--- config.mk ---
export PLATFORM = sky130hd
export DESIGN_NAME = deflection_router_arbitration
export DESIGN_NICKNAME = d
export VERILOG_FILES = /design/src/rtl/drar_pkg.sv /design/src/rtl/drar_front.sv /design/src/rtl/drar_queue.sv /design/src/rtl/drar_back.sv /design/src/rtl/deflection_router_arbitration.sv
export SDC_FILE = /design/constraint.sdc
export NUM_CORES = 1
export LEC_CHECK = 0
export BUFFER_PORTS_ARGS = -buffer_cell sky130_fd_sc_hd__buf_2
export CORE_UTILIZATION = 40
export CTS_CLUSTER_SIZE = 20
export DETAILED_ROUTE_END_ITERATION = 16
export GPL_TIMING_DRIVEN = 1
export PLACE_DENSITY = 0.61
export SYNTH_ARGS = -nofsm -noshare
export SYNTH_HDL_FRONTEND = slang
export SYNTH_SLANG_ARGS = --single-unit
--- constraint.sdc ---
create_clock -name clk_i -period 28.3 [get_ports clk_i]
set_clock_uncertainty 0.05 [all_clocks]
set_input_delay 5.66 -clock clk_i [delete_from_list [all_inputs] [get_ports clk_i]]
set_output_delay 5.66 -clock clk_i [all_outputs]
set_load 0.05 [all_outputs]
--- src/rtl/drar_pkg.sv ---
// Shared types, constants and arbitration functions of the deflection router arbitration block.
`timescale 1ns / 1ps
`default_nettype none
package drar_pkg;

  localparam int unsigned NumSlots   = 4;
  localparam int unsigned SlotBits   = 22;
  localparam int unsigned PrioBits   = 16;
  localparam int unsigned PosBits    = 4;
  localparam int unsigned MaxPos     = 8;
  localparam int unsigned AddrBits   = 3;
  localparam int unsigned DataBits   = 32;

  // Register index decoded from the byte address
  localparam logic RegPosition = 1'b0;
  localparam logic [PosBits-1:0] PosReset = 4'd4;

  // Field positions inside one packed link slot
  localparam int unsigned SlotValid  = 0;
  localparam int unsigned SlotGolden = 1;
  localparam int unsigned SlotLocal  = 2;
  localparam int unsigned SlotWantLo = 3;
  localparam int unsigned SlotPrioLo = 6;

  typedef logic [NumSlots-1:0][SlotBits-1:0] slot_vec_t;

  // One flit as seen by the permutation network; src 0 means empty
  typedef struct packed {
    logic [2:0]          src;
    logic                gold;
    logic [2:0]          want;
    logic [PrioBits-1:0] pri;
  } cell_t;

  typedef cell_t [NumSlots-1:0] cells_t;

  // Classified router cycle handed from front to back
  typedef struct packed {
    cells_t     cells;
    logic       eject_valid;
    logic [1:0] eject_slot;
    logic       inject_taken;
    logic [1:0] inject_slot;
  } item_t;

  // One two-slot arbiter of the permutation chain
  typedef struct packed {
    logic       en;
    logic [1:0] a;
    logic [1:0] b;
    logic [1:0] split;
  } arb_t;

  // Slots that may take an injected flit, per mesh position
  function automatic logic [NumSlots-1:0] inject_legal(input logic [PosBits-1:0] pos);
    logic [NumSlots-1:0] m;
    case (pos)
      4'd0:    m = 4'h5;
      4'd1:    m = 4'h7;
      4'd2:    m = 4'h6;
      4'd3:    m = 4'hE;
      4'd4:    m = 4'hF;
      4'd5:    m = 4'hD;
      4'd6:    m = 4'h9;
      4'd7:    m = 4'hB;
      4'd8:    m = 4'hA;
      default: m = 4'h0;
    endcase
    return m;
  endfunction

  function automatic arb_t mk_arb(input logic [1:0] a, input logic [1:0] b,
                                  input logic [1:0] split);
    arb_t r;
    r.en = 1'b1;
    r.a = a;
    r.b = b;
    r.split = split;
    return r;
  endfunction

  // Fixed arbiter chain per mesh position; unused steps are disabled
  function automatic arb_t arb_stage(input logic [PosBits-1:0] pos, input logic [1:0] idx);
    arb_t r;
    r = '0;
    case (pos)
      4'd0: begin
        if (idx == 2'd0) r = mk_arb(2'd2, 2'd0, 2'd1);
      end
      4'd1: begin
        case (idx)
          2'd0:    r = mk_arb(2'd2, 2'd0, 2'd1);
          2'd1:    r = mk_arb(2'd2, 2'd1, 2'd1);
          2'd2:    r = mk_arb(2'd1, 2'd0, 2'd0);
          default: r = '0;
        endcase
      end
      4'd2: begin
        if (idx == 2'd0) r = mk_arb(2'd2, 2'd1, 2'd1);
      end
      4'd3: begin
        case (idx)
          2'd0:    r = mk_arb(2'd3, 2'd1, 2'd1);
          2'd1:    r = mk_arb(2'd2, 2'd1, 2'd1);
          2'd2:    r = mk_arb(2'd3, 2'd2, 2'd2);
          default: r = '0;
        endcase
      end
      4'd4: begin
        case (idx)
          2'd0:    r = mk_arb(2'd2, 2'd0, 2'd1);
          2'd1:    r = mk_arb(2'd3, 2'd1, 2'd1);
          2'd2:    r = mk_arb(2'd3, 2'd2, 2'd2);
          default: r = mk_arb(2'd1, 2'd0, 2'd0);
        endcase
      end
      4'd5: begin
        case (idx)
          2'd0:    r = mk_arb(2'd2, 2'd0, 2'd1);
          2'd1:    r = mk_arb(2'd3, 2'd0, 2'd1);
          2'd2:    r = mk_arb(2'd3, 2'd2, 2'd2);
          default: r = '0;
        endcase
      end
      4'd6: begin
        if (idx == 2'd0) r = mk_arb(2'd3, 2'd0, 2'd2);
      end
      4'd7: begin
        case (idx)
          2'd0:    r = mk_arb(2'd3, 2'd1, 2'd1);
          2'd1:    r = mk_arb(2'd3, 2'd0, 2'd1);
          2'd2:    r = mk_arb(2'd1, 2'd0, 2'd0);
          default: r = '0;
        endcase
      end
      4'd8: begin
        if (idx == 2'd0) r = mk_arb(2'd3, 2'd1, 2'd2);
      end
      default: r = '0;
    endcase
    return r;
  endfunction

  // Two-slot arbiter: winner steers to b when its wanted port is at most split
  function automatic cells_t arbitrate(input cells_t c, input arb_t st);
    cells_t     r;
    logic       has_a;
    logic       has_b;
    logic       a_wins;
    logic [2:0] want;
    logic       to_b;
    r = c;
    has_a = (c[st.a].src != 3'd0);
    has_b = (c[st.b].src != 3'd0);
    if (!has_b) begin
      a_wins = 1'b1;
    end else if (!has_a) begin
      a_wins = 1'b0;
    end else if (c[st.a].gold != c[st.b].gold) begin
      a_wins = c[st.a].gold;
    end else begin
      a_wins = (c[st.a].pri >= c[st.b].pri);
    end
    want = a_wins ? c[st.a].want : c[st.b].want;
    to_b = (want <= {1'b0, st.split});
    if (st.en && (has_a || has_b) && (a_wins == to_b)) begin
      r[st.a] = c[st.b];
      r[st.b] = c[st.a];
    end
    return r;
  endfunction

endpackage
`default_nettype wire

--- src/rtl/drar_front.sv ---
// Front end: decode link slots, pick the ejected flit and place the injected flit.
`timescale 1ns / 1ps
`default_nettype none
module drar_front (
  input  drar_pkg::slot_vec_t              slot_i,
  input  logic                             inject_valid_i,
  input  logic                             inject_golden_i,
  input  logic [2:0]                       inject_port_i,
  input  logic [drar_pkg::PrioBits-1:0]    inject_priority_i,
  input  logic [drar_pkg::PosBits-1:0]     pos_i,
  output drar_pkg::item_t                  item_o
);
  import drar_pkg::*;

  cells_t              cells;
  cells_t              cells_ej;
  logic [NumSlots-1:0] loc;
  logic [1:0]          ej_idx;
  logic                ej_gold;
  logic                ej_any;
  logic                ej_found;
  logic [NumSlots-1:0] legal;
  logic [1:0]          inj_idx;
  logic                inj_found;

  // Decode each slot; an invalid slot is empty
  always_comb begin
    for (int i = 0; i < NumSlots; i++) begin
      cells[i].src  = slot_i[i][SlotValid] ? 3'(i + 1) : 3'd0;
      cells[i].gold = slot_i[i][SlotGolden];
      cells[i].want = slot_i[i][SlotWantLo +: 3];
      cells[i].pri  = slot_i[i][SlotPrioLo +: PrioBits];
      loc[i]        = slot_i[i][SlotValid] & slot_i[i][SlotLocal];
    end
  end

  // Pick the ejected flit: golden first, then oldest, first wins ties
  always_comb begin
    ej_idx  = 2'd0;
    ej_gold = 1'b0;
    ej_any  = 1'b0;
    for (int i = 0; i < NumSlots; i++) begin
      if (loc[i] && cells[i].gold && (!ej_gold || cells[i].pri > cells[ej_idx].pri)) begin
        ej_idx  = 2'(i);
        ej_gold = 1'b1;
      end
    end
    if (!ej_gold) begin
      for (int i = 0; i < NumSlots; i++) begin
        if (loc[i] && (!ej_any || cells[i].pri > cells[ej_idx].pri)) begin
          ej_idx = 2'(i);
          ej_any = 1'b1;
        end
      end
    end
    ej_found = ej_gold | ej_any;
  end

  // Drop the ejected flit and inject into the first free legal slot
  always_comb begin
    cells_ej = cells;
    if (ej_found) cells_ej[ej_idx].src = 3'd0;
    legal     = inject_legal(pos_i);
    inj_idx   = 2'd0;
    inj_found = 1'b0;
    if (inject_valid_i && (pos_i <= PosBits'(MaxPos))) begin
      for (int i = 0; i < NumSlots; i++) begin
        if (!inj_found && cells_ej[i].src == 3'd0 && legal[i]) begin
          inj_idx   = 2'(i);
          inj_found = 1'b1;
        end
      end
    end
    item_o.cells = cells_ej;
    if (inj_found) begin
      item_o.cells[inj_idx].src  = {1'b0, inj_idx} + 3'd1;
      item_o.cells[inj_idx].gold = inject_golden_i;
      item_o.cells[inj_idx].want = inject_port_i;
      item_o.cells[inj_idx].pri  = inject_priority_i;
    end
    item_o.eject_valid  = ej_found;
    item_o.eject_slot   = ej_found ? ej_idx : 2'd0;
    item_o.inject_taken = inj_found;
    item_o.inject_slot  = inj_found ? inj_idx : 2'd0;
  end

endmodule
`default_nettype wire

--- src/rtl/drar_queue.sv ---
// Two-entry queue of classified router cycles between front and back.
`timescale 1ns / 1ps
`default_nettype none
module drar_queue (
  input  logic            clk_i,
  input  logic            rst_ni,
  input  logic            wr_i,
  input  drar_pkg::item_t wr_item_i,
  output logic            full_o,
  input  logic            rd_i,
  output drar_pkg::item_t rd_item_o,
  output logic            empty_o
);
  import drar_pkg::*;

  item_t      mem_q [2];
  logic       wr_ptr_q, wr_ptr_d;
  logic       rd_ptr_q, rd_ptr_d;
  logic [1:0] cnt_q, cnt_d;
  logic       do_wr;
  logic       do_rd;

  assign full_o    = (cnt_q == 2'd2);
  assign empty_o   = (cnt_q == 2'd0);
  assign do_wr     = wr_i & ~full_o;
  assign do_rd     = rd_i & ~empty_o;
  assign rd_item_o = mem_q[rd_ptr_q];

  // Advance pointers and occupancy
  always_comb begin
    wr_ptr_d = do_wr ? ~wr_ptr_q : wr_ptr_q;
    rd_ptr_d = do_rd ? ~rd_ptr_q : rd_ptr_q;
    cnt_d    = cnt_q + {1'b0, do_wr} - {1'b0, do_rd};
  end

  always_ff @(posedge clk_i or negedge rst_ni) begin
    if (!rst_ni) begin
      wr_ptr_q <= 1'b0;
      rd_ptr_q <= 1'b0;
      cnt_q    <= 2'd0;
    end else begin
      wr_ptr_q <= wr_ptr_d;
      rd_ptr_q <= rd_ptr_d;
      cnt_q    <= cnt_d;
    end
  end

  // Store entries
  always_ff @(posedge clk_i) begin
    if (do_wr) mem_q[wr_ptr_q] <= wr_item_i;
  end

  assert property (@(posedge clk_i) disable iff (!rst_ni) cnt_q != 2'd3)
    else $error("queue occupancy out of range");
  assert property (@(posedge clk_i) disable iff (!rst_ni)
    (cnt_q == 2'd0 || cnt_q == 2'd2) |-> (wr_ptr_q == rd_ptr_q))
    else $error("queue pointers disagree with occupancy");
  assert property (@(posedge clk_i) disable iff (!rst_ni)
    (do_wr && !do_rd) |=> (cnt_q == $past(cnt_q) + 2'd1))
    else $error("queue lost a write");

endmodule
`default_nettype wire

--- src/rtl/drar_back.sv ---
// Back end: two-stage permutation pipeline with the result register.
`timescale 1ns / 1ps
`default_nettype none
module drar_back (
  input  logic                         clk_i,
  input  logic                         rst_ni,
  input  logic [drar_pkg::PosBits-1:0] pos_i,
  input  logic                         in_valid_i,
  input  drar_pkg::item_t              in_item_i,
  output logic                         in_ready_o,
  output logic                         out_valid_o,
  output drar_pkg::item_t              out_item_o,
  input  logic                         out_pop_i
);
  import drar_pkg::*;

  item_t mid_q, mid_d;
  logic  mid_v_q;
  item_t out_q, out_d;
  logic  out_v_q;
  logic  out_ready;
  logic  mid_ready;

  assign out_ready  = ~out_v_q | out_pop_i;
  assign mid_ready  = ~mid_v_q | out_ready;
  assign in_ready_o = mid_ready;

  // First half of the arbiter chain
  always_comb begin
    mid_d       = in_item_i;
    mid_d.cells = arbitrate(in_item_i.cells, arb_stage(pos_i, 2'd0));
    mid_d.cells = arbitrate(mid_d.cells, arb_stage(pos_i, 2'd1));
  end

  // Second half of the arbiter chain
  always_comb begin
    out_d       = mid_q;
    out_d.cells = arbitrate(mid_q.cells, arb_stage(pos_i, 2'd2));
    out_d.cells = arbitrate(out_d.cells, arb_stage(pos_i, 2'd3));
  end

  always_ff @(posedge clk_i or negedge rst_ni) begin
    if (!rst_ni) begin
      mid_v_q <= 1'b0;
      out_v_q <= 1'b0;
    end else begin
      if (mid_ready) mid_v_q <= in_valid_i;
      if (out_ready) out_v_q <= mid_v_q;
    end
  end

  // Advance payload on each stage's handshake
  always_ff @(posedge clk_i) begin
    if (mid_ready && in_valid_i) mid_q <= mid_d;
    if (out_ready && mid_v_q) out_q <= out_d;
  end

  assign out_valid_o = out_v_q;
  assign out_item_o  = out_q;

  assert property (@(posedge clk_i) disable iff (!rst_ni) out_v_q |->
    ((out_q.cells[0].src == 3'd0 || out_q.cells[0].src != out_q.cells[1].src) &&
     (out_q.cells[0].src == 3'd0 || out_q.cells[0].src != out_q.cells[2].src) &&
     (out_q.cells[0].src == 3'd0 || out_q.cells[0].src != out_q.cells[3].src) &&
     (out_q.cells[1].src == 3'd0 || out_q.cells[1].src != out_q.cells[2].src) &&
     (out_q.cells[1].src == 3'd0 || out_q.cells[1].src != out_q.cells[3].src) &&
     (out_q.cells[2].src == 3'd0 || out_q.cells[2].src != out_q.cells[3].src)))
    else $error("one slot feeds two output ports");
  assert property (@(posedge clk_i) disable iff (!rst_ni)
    (out_v_q && !out_q.eject_valid) |-> (out_q.eject_slot == 2'd0))
    else $error("eject slot set without eject");
  assert property (@(posedge clk_i) disable iff (!rst_ni)
    (out_v_q && !out_q.inject_taken) |-> (out_q.inject_slot == 2'd0))
    else $error("inject slot set without injection");
  assert property (@(posedge clk_i) disable iff (!rst_ni)
    (mid_v_q && !out_ready) |=> (mid_v_q && $stable(mid_q)))
    else $error("middle stage changed while stalled");

endmodule
`default_nettype wire

--- src/rtl/deflection_router_arbitration.sv ---
// A transaction passes the middle stage register and then the result register.
// Throughput: one transaction per cycle while results are popped; the two-entry front queue
// and the two permutation stages of the back end each take a new router cycle every clock unless full or stalled.
// The arbiter chain is split over the two back-end stages, two arbiters each.
// Reset clears the queue and pipeline; router_position resets to interior (4).
`timescale 1ns / 1ps
`default_nettype none
module deflection_router_arbitration (
  input  logic                            clk_i,
  input  logic                            rst_ni,
  // Config port
  input  logic                            psel,
  input  logic                            penable,
  input  logic                            pwrite,
  input  logic [drar_pkg::AddrBits-1:0]   paddr,
  input  logic [drar_pkg::DataBits-1:0]   pwdata,
  output logic [drar_pkg::DataBits-1:0]   prdata,
  output logic                            pready,
  // Input side
  input  logic                            push,
  output logic                            full,
  input  logic [drar_pkg::SlotBits-1:0]   slot0_i,
  input  logic [drar_pkg::SlotBits-1:0]   slot1_i,
  input  logic [drar_pkg::SlotBits-1:0]   slot2_i,
  input  logic [drar_pkg::SlotBits-1:0]   slot3_i,
  input  logic                            inject_valid_i,
  input  logic                            inject_golden_i,
  input  logic [2:0]                      inject_port_i,
  input  logic [drar_pkg::PrioBits-1:0]   inject_priority_i,
  // Result side
  output logic                            empty,
  input  logic                            pop,
  output logic [2:0]                      out0_source_o,
  output logic [2:0]                      out1_source_o,
  output logic [2:0]                      out2_source_o,
  output logic [2:0]                      out3_source_o,
  output logic                            eject_valid_o,
  output logic [1:0]                      eject_slot_o,
  output logic                            inject_taken_o,
  output logic [1:0]                      inject_slot_o
);
  import drar_pkg::*;

  logic [PosBits-1:0] pos_q;
  logic               reg_idx;
  slot_vec_t          slots;
  item_t              front_item;
  item_t              q_item;
  logic               q_empty;
  logic               back_ready;
  logic               back_valid;
  item_t              res_item;

  // Config register
  assign pready  = 1'b1;
  assign reg_idx = paddr[AddrBits-1];
  assign prdata  = (reg_idx == RegPosition) ? DataBits'(pos_q) : '0;

  always_ff @(posedge clk_i or negedge rst_ni) begin
    if (!rst_ni) begin
      pos_q <= PosReset;
    end else if (psel && penable && pwrite && pready && reg_idx == RegPosition) begin
      pos_q <= pwdata[PosBits-1:0];
    end
  end

  assign slots = {slot3_i, slot2_i, slot1_i, slot0_i};

  drar_front u_front (
    .slot_i            (slots),
    .inject_valid_i    (inject_valid_i),
    .inject_golden_i   (inject_golden_i),
    .inject_port_i     (inject_port_i),
    .inject_priority_i (inject_priority_i),
    .pos_i             (pos_q),
    .item_o            (front_item)
  );

  drar_queue u_queue (
    .clk_i     (clk_i),
    .rst_ni    (rst_ni),
    .wr_i      (push),
    .wr_item_i (front_item),
    .full_o    (full),
    .rd_i      (back_ready),
    .rd_item_o (q_item),
    .empty_o   (q_empty)
  );

  drar_back u_back (
    .clk_i       (clk_i),
    .rst_ni      (rst_ni),
    .pos_i       (pos_q),
    .in_valid_i  (~q_empty),
    .in_item_i   (q_item),
    .in_ready_o  (back_ready),
    .out_valid_o (back_valid),
    .out_item_o  (res_item),
    .out_pop_i   (pop)
  );

  assign empty          = ~back_valid;
  assign out0_source_o  = res_item.cells[0].src;
  assign out1_source_o  = res_item.cells[1].src;
  assign out2_source_o  = res_item.cells[2].src;
  assign out3_source_o  = res_item.cells[3].src;
  assign eject_valid_o  = res_item.eject_valid;
  assign eject_slot_o   = res_item.eject_slot;
  assign inject_taken_o = res_item.inject_taken;
  assign inject_slot_o  = res_item.inject_slot;

endmodule
`default_nettype wire
==> metrics.csv, run 1 <==
stage;metric;value;unit
outcome;run status;finished, final reports clean;
pwr;LEAKAGE;0.0107;uW
floorplan;# IOs;204;
route;via count;18100;
worst_setup_path;crit path max fanout;48;
floorplan;initial core utilization;40.5;%
sta;Setup TNS;0;ns
floorplan;core footprint;59000;um^2
route;final wirelength;65600;um
layout;Non-Filler Instances;3148;
cts;post-cts repair resize count;0;
global_route;global-route wire length before repair;101000;um
cts;clk buf depth;3;
layout;ant diodes;0;
cts;Post-CTS Setup Repair Bufs;0;
route;detailed-route DRC error count;0;
global_route;pin count of the biggest net entering global routing;82;
global_route;Tot GR Track Use;21.3;%
pwr;Pwr Density;130;nW/um^2
sta;Final setup viols;0;
layout;commonest non-fill, non-tap cells in the layout;edfxtp_1, mux2i_1, nor2_1, a21oi_1, ha_1;
layout;multi-input logic area;13400;um^2
cts;CTS Buf Count;35;
worst_setup_path;RR Startpoint;pos_q[1]$_DFFE_PN0P_;
synth;flops & latches, synth;322;
route;vias per cell;5.75;
sta;final hold violations;0;
route;Routed WL per cell;20.8;um
worst_setup_path;WS Path Type;input port to flip-flop;
worst_setup_path;CP Launch Point;slot0_i[7];
layout;Design Area, Final;26500;um^2
layout;layout cells sized above 1;19.8;%
sta;Final Cycle Share;77.8;%
synth;sequential area share after synthesis;40.2;%
worst_setup_path;Critical Path Start Type;input port;
cts;CTS tree;built;
sta;count of final max-slew check failures;0;
global_route;Overflow after GRT;0;
route;First-pass DRT Iterations;6;
placed_design;Cell Area, Placed;25300;um^2
synth;Gate Count Post-Synth;2258;
sta;crit path time final;22.01;ns
floorplan;die height;247;um
worst_hold_path;Hold Crit Start;u_back.mid_q[3]$_DFFE_PP_;
synth;number of synthesized flops with an enable pin;312;
sta;worst rel slew slack;18.7;%
floorplan;row count;89;
layout;commonest non-fill, non-tap cell in the layout;edfxtp_1;
pwr;sequential share of power;25.7;%
worst_setup_path;CP max stage cell;a311oi_4;
worst_setup_path;Worst Path Required;28.53;ns
synth;Syn Area/Cell;10.6;um^2
pwr;Switching Fraction;45.4;%
sta;unrepaired setup endpoints after global routing;false;
layout;Final #Nets;2673;
job;total of max-cap violations;0;
worst_setup_path;crit path DAT;22.24;ns
cts;Clock Latency Late Sink;0.56;ns
synth;Top FF cell, synth;edfxtp_1;
worst_setup_path;Worst setup EP type;flip-flop;
layout;final core occ;44.9;%
route;1st-iter DRT viols;1247;
pwr;P_sw;1570;uW
cts;H-tree levels;2;
cts;Hold-fix buffers, CTS;0;
route;post-route antenna net violation count;0;
sta;Fmax;45.4;MHz
cts;# clock sinks;322;
floorplan;die footprint;60800;um^2
synth;Ys Warns;0;
placed_design;detailed placement HPWL;51100;um
global_route;number of global-route vias before repair;17700;
global_route;initial antenna violation count;6;
worst_hold_path;Hold Crit Depth;0;
pwr;Logic pwr share;60.9;%
synth;Netlist cell types;89;
pwr;Int Pwr;1890;uW
placed_design;Placed Instances;3084;
synth;Mapped Area;23900;um^2
layout;filler instances;5569;
placed_design;count of input and output buffers;144;
pwr;clock share of power;13.4;%
pwr;Worst VDD drop;0.0828;mV
cts;Clock Pin Slew Worst Setup and Hold Paths;0.06;ns
layout;area growth from synthesis to layout;10.8;%
sta;worst-margin pin slew;1.22;ns
floorplan;Die X-Extent;247;um
worst_setup_path;r2r worst-path depth;47;
layout;register area;9620;um^2
worst_hold_path;worst hold path type;flip-flop to flip-flop;
cts;Clock Tree Root;clkbuf_16;
placed_design;final RePlAce weighted congestion;0.925;
synth;async set or reset register ratio after synthesis;3.11;%
worst_setup_path;worst stage delay on the critical path;0.78;ns
-- worst max-delay path: cells and delay by family --
| family | cells | cell delay [ns] |
|---|---|---|
| multiplexers | 3 | 0.91 |
| AND/OR/NAND/NOR | 16 | 2.18 |
| buffers and inverters | 9 | 2.26 |
| AO/OA/AOI/OAI | 40 | 9.08 |
| adder cells (fa/ha/maj) | 7 | 2.01 |
-- final cells by class --
cell class | count | share of cell area (%)
Multi-Input combinational cell | 1722 | 50.6
Timing Repair Buffer | 183 | 3.82
Sequential cell | 322 | 36.3
Clock inverter | 21 | 1.02
Tap cell | 773 | 3.65
Inverter | 84 | 1.19
Clock buffer | 43 | 3.45
-- metrics by stage --
stage | hold WS (ns) | power, uW | setup slack (ns)
CTS | 0.368 | 3460 | 6.35
detailed placement | 0.355 | 2980 | 5.79
global route | 0.380 | 3700 | 5.18
floorplan | 0.350 | 2460 | 8.05
finish | 0.366 | 3460 | 6.29
global placement | 0.356 | 2920 | 5.99
-- cell families after synthesis --
group                      share of synthesized area, %
AOI/OAI and AO/OA                                  15.3
and+or+nand+nor                                    9.24
muxes                                              21.2
DFF                                                40.2
buffers and inverters                              4.69
adders and majority gates                          9.14
xor gates and xnor gates                          0.146
other                                            0.0314
-- synth_stat cells, drive strengths merged (17+ instances only) --
cell	number	area [um^2]
a211oi	34	260
a21o	43	323
a21oi	185	956
a221oi	51	453
buf	75	498
clkbuf	82	308
edfxtp	312	9370
ha	174	2180
inv	83	312
mux2	190	2180
mux2i	250	2510
mux4	17	383
nand2	137	514
nand3	29	145
nand4	20	125
nor2	194	728
nor2b	21	131
o211ai	21	158
o21ai	146	734
o22ai	22	138
-- state kept, by name (all words and copies together), names as in the netlist --
register and flops:
u_queue.wr_ptr_q 1, u_queue.cnt_q 2, u_back.mid_q 98, u_back.out_item_o 18, pos_q 4, u_back.mid_v_q 1
u_queue.rd_ptr_q 1, u_back.out_valid_o 1, u_queue.mem_q 196
-- power by group through the flow --
stage / sequential [uW] / clock [uW] / combinational [uW]
CTS: 888 / 473 / 2090
floorplan: 924 / 0 / 1530
detailed placement: 897 / 0 / 2080
global route: 906 / 491 / 2300
finish: 888 / 464 / 2110
global placement: 888 / 0 / 2030
-- path summary, 6_finish.rpt --
check                                                       to  slack, ns
worst max-delay path            u_queue.mem_q[0][85]$_DFFE_PP_       6.29
worst min-delay path            u_back.out_item_o[3]$_DFFE_PP_       0.37
worst max register to register       u_back.mid_q[9]$_DFFE_PP_      15.81
worst min register to register  u_back.out_item_o[3]$_DFFE_PP_       0.37
max in group asynchronous                 pos_q[2]$_DFFE_PN1P_      23.00
min in group asynchronous       u_back.out_valid_o$_DFFE_PN0P_       4.92
-- layer usage --
metal	wire, um	vias up	part of all wire [%]	global-route usage, %
met5	74	-	0.11	0
met4	1850	12	2.8	6.97
met3	2930	116	4.5	2.36
met2	30900	518	47	35.3
met1	29900	8731	46	29.0
li1	-	8719	-	-
(Power assumes the default switching activity.)
==> inputs of run 2 (changes only) <==
ABC_AREA = 1   (was default)
clock period = 22.2 ns   (was 28.3 ns; I/O delays follow)
==> run 2 against run 1 <==
Via count rose by 29%. Area after synthesis increased by 8.9%. Hold slack better by 0.0014 ns. Wire length increased by 13%. Synthesized cell count rose by 54%. Worst setup slack got worse by 3.4 ns. Largest cell class unchanged. Die area is 8.8% higher. Combinational power increased by 22%. First-iteration DRC count rose by 48%. Clock power up 24%. Cell count is 40% higher.
==> metrics.csv, run 2 <==
stage;metric;value;unit;change
global_route;global-route wire length before repair;117000;um;+16%
sta;unrepaired setup endpoints after global routing;false;;
pwr;P_sw;2150;uW;+37%
route;final wirelength;74100;um;+13%
route;First-pass DRT Iterations;8;;+2
outcome;run status;finished, final reports clean;;
route;post-route antenna net violation count;0;;unchanged
layout;commonest non-fill, non-tap cells in the layout;nand2_1, o21ai_0, edfxtp_1, inv_1, nor2_1;;
layout;Largest register FFs;196;;unchanged
worst_setup_path;CP max stage cell;nor3_1;;
cts;Clock Latency Late Sink;0.57;ns;about the same
sta;Final Cycle Share;86.9;%;
synth;Synth top area share;36.0;%;-3.2 points
sta;final hold violations;0;;unchanged
cts;H-tree levels;2;;unchanged
cts;Post-CTS Setup Repair Bufs;0;;unchanged
floorplan;# IOs;204;;unchanged
sta;worst rel slew slack;30.9;%;+12 points
cts;# clock sinks;322;;unchanged
worst_setup_path;R2R setup slack;10.52;ns;-5.29 ns
floorplan;die height;257;um;+4.3%
worst_setup_path;worst stage delay on the critical path;0.50;ns;-0.28 ns
sta;Setup TNS;0;ns;unchanged
pwr;sequential share of power;25.7;%;about the same
synth;most frequent cell after synthesis;nand2_1;;
placed_design;final RePlAce weighted congestion;0.929;;+0.45%
synth;Syn Area/Cell;7.51;um^2;-29%
placed_design;detailed placement HPWL;55500;um;+8.7%
synth;Top FF cell, synth;edfxtp_1;;
route;Routed WL per cell;16.8;um;-20%
route;1st-iter DRT viols;1851;;+48%
synth;Mapped Area;26000;um^2;+8.9%
synth;sequential area share after synthesis;36.9;%;-3.3 points
worst_setup_path;Top cell by count, worst path;nand2_1;;
pwr;Int Pwr;2090;uW;+11%
route;detailed-route DRC error count;0;;unchanged
global_route;number of global-route vias before repair;21000;;+19%
global_route;pin count of the biggest net entering global routing;93;;+13%
pwr;total power;4240;uW;+23%
route;via count;23300;;+29%
placed_design;count of input and output buffers;144;;unchanged
cts;Clock Pin Slew Worst Setup and Hold Paths;0.06;ns;about the same
layout;area growth from synthesis to layout;10.2;%;
sta;Final setup viols;0;;unchanged
cts;clk buf depth;3;;unchanged
global_route;initial antenna violation count;2;;-4
pwr;Pwr Density;148;nW/um^2;+13%
floorplan;initial core utilization;40.5;%;-0.061 points
synth;synth top area cells;edfxtp_1, nand2_1, o21ai_0;;
layout;Biggest register;u_queue.mem_q;;
floorplan;Die X-Extent;257;um;+4.3%
worst_setup_path;RR Startpoint;pos_q[1]$_DFFE_PN0P_;;
sta;Fmax;51.8;MHz;
pwr;LEAKAGE;0.0131;uW;+22%
floorplan;core footprint;64300;um^2;+9.0%
floorplan;row count;93;;+4.5%
pwr;Switching Fraction;50.8;%;+5.3 points
worst_setup_path;Worst Path Required;22.44;ns;-6.09 ns
sta;crit path time final;19.29;ns;
synth;Ys Warns;0;;unchanged
pwr;clock share of power;13.5;%;about the same
synth;Gate Count Post-Synth;3469;;+54%
worst_setup_path;Worst setup EP type;flip-flop;;
layout;layout cells sized above 1;10.1;%;-9.7 points
worst_setup_path;crit path DAT;19.53;ns;-2.71 ns
synth;async set or reset register ratio after synthesis;3.11;%;unchanged
global_route;Tot GR Track Use;22.0;%;+0.68 points
worst_setup_path;Critical Path Start Type;input port;;
cts;Hold-fix buffers, CTS;0;;unchanged
cts;CTS tree;built;;
cts;CTS Buf Count;35;;unchanged
synth;Netlist cell types;54;;-39%
worst_setup_path;FF-to-FF End;u_back.mid_q[39]$_DFFE_PP_;;
synth;Post-synth top cells;nand2_1, o21ai_0, edfxtp_1, inv_1, nor2_1;;
route;vias per cell;5.27;;-8.3%
job;total of max-cap violations;0;;unchanged
synth;flops & latches, synth;322;;unchanged
layout;final core occ;44.6;%;-0.31 points
worst_setup_path;CP Launch Point;slot0_i[11];;
pwr;Logic pwr share;60.8;%;about the same
global_route;Overflow after GRT;0;;unchanged
worst_setup_path;r2r worst-path depth;53;;+13%
layout;Final #Nets;3858;;+44%
sta;worst-margin pin slew;1.04;ns;-0.179 ns
worst_setup_path;CP endpoint;u_queue.mem_q[0][9]$_DFFE_PP_;;
cts;post-cts repair resize count;0;;unchanged
layout;commonest non-fill, non-tap cell in the layout;nand2_1;;
sta;count of final max-slew check failures;0;;unchanged
worst_setup_path;WS Path Type;input port to flip-flop;;
worst_hold_path;worst hold path type;flip-flop to flip-flop;;
synth;number of synthesized flops with an enable pin;312;;unchanged
worst_setup_path;crit path max fanout;36;;-25%
floorplan;die footprint;66100;um^2;+8.8%
synth;Synth area leader;edfxtp_1;;
pwr;Worst VDD drop;0.346;mV;+320%
cts;Clock Tree Root;clkbuf_16;;
run 2: cell count changes after synthesis, moves of 25 or more:
cell and change:
nand4_1 +141, clkbuf_1 +25, mux2i_1 -125, a21o_1 -40
a221oi_1 -40, mux2_2 -157, a211oi_1 -32, o21ai_1 +39
inv_1 +181, o21ai_0 +339, nand3_1 +48, nand2_1 +902
buf_2 +41
run 2: metrics by stage:
step / cells / hold slack (ns) / worst slack [ns] / instance area [um^2]
after floorplan: 3496 / 0.350 / 5.80 / 26100
after global placement: 4351 / 0.353 / 2.59 / 27600
after detailed placement: 4351 / 0.355 / 2.46 / 27600
after CTS: 4415 / 0.370 / 3.00 / 28700
after global routing: 4417 / 0.381 / 1.88 / 28700
final: 4417 / 0.368 / 2.91 / 28700
run 2: layout make-up:
class	instances	area, um^2
Antenna cell	2	5.00
Clock buffer	41	898
Clock inverter	23	241
Fill cell	6466	35600
Inverter	284	1070
Multi-Input combinational cell	2667	14400
Sequential cell	322	9620
Tap cell	855	1070
Timing Repair Buffer	223	1400
run 2: metal layers:
metal | wire length, um | up-vias | track usage [%]
met3 | 3360 | 95 | 1.90
met2 | 33900 | 652 | 35.8
met5 | 0 | - | 0
met4 | 2050 | 0 | 6.91
li1 | - | 12000 | -
met1 | 34700 | 10500 | 30.8
run 2: cell families (layout without fill, tap and decap cells):
| family | after synthesis | in the layout | share of synthesized area, % |
|---|---|---|---|
| simple gates | 1540 | 1540 | 25.2 |
| buf+inv | 507 | 571 | 8.33 |
| other cells | 2 | 31 | 0.0288 |
| mux | 123 | 123 | 4.73 |
| flops | 322 | 322 | 36.9 |
| xor+xnor | 3 | 3 | 0.101 |
| fa+ha+maj | 174 | 174 | 8.36 |
| compound gates | 798 | 798 | 16.3 |
run 2: critical path: cells and delay by family:
kind / cells / cell delay, ns
AND/OR/NAND/NOR: 53 / 6.06
AO/OA/AOI/OAI: 24 / 4.29
buffers and inverters: 16 / 2.78
adder cells (fa/ha/maj): 7 / 1.86
run 2: how the worst min path moves through the flow:
stage	from	to	slack, ns	depth (start not counted)
2_1_floorplan	u_back.mid_q[0]$_DFFE_PP_	u_back.out_item_o[0]$_DFFE_PP_	0.35	0
3_3_place_gp	u_back.mid_q[4]$_DFFE_PP_	u_back.out_item_o[4]$_DFFE_PP_	0.35	0
3_5_place_dp	u_back.mid_q[3]$_DFFE_PP_	u_back.out_item_o[3]$_DFFE_PP_	0.36	0
4_1_cts	u_back.mid_q[0]$_DFFE_PP_	u_back.out_item_o[0]$_DFFE_PP_	0.37	0
5_1_grt	u_back.mid_q[3]$_DFFE_PP_	u_back.out_item_o[3]$_DFFE_PP_	0.38	0
6_report	u_back.mid_q[0]$_DFFE_PP_	u_back.out_item_o[0]$_DFFE_PP_	0.37	0
run 2: power groups by stage:
stage               combinational (uW)  sequential (uW)  clock, uW
floorplan                         1900             1140          0
global placement                  2540             1100          0
detailed placement                2560             1100          0
CTS                               2560             1090        589
global route                      2910             1110        609
finish                            2580             1090        574
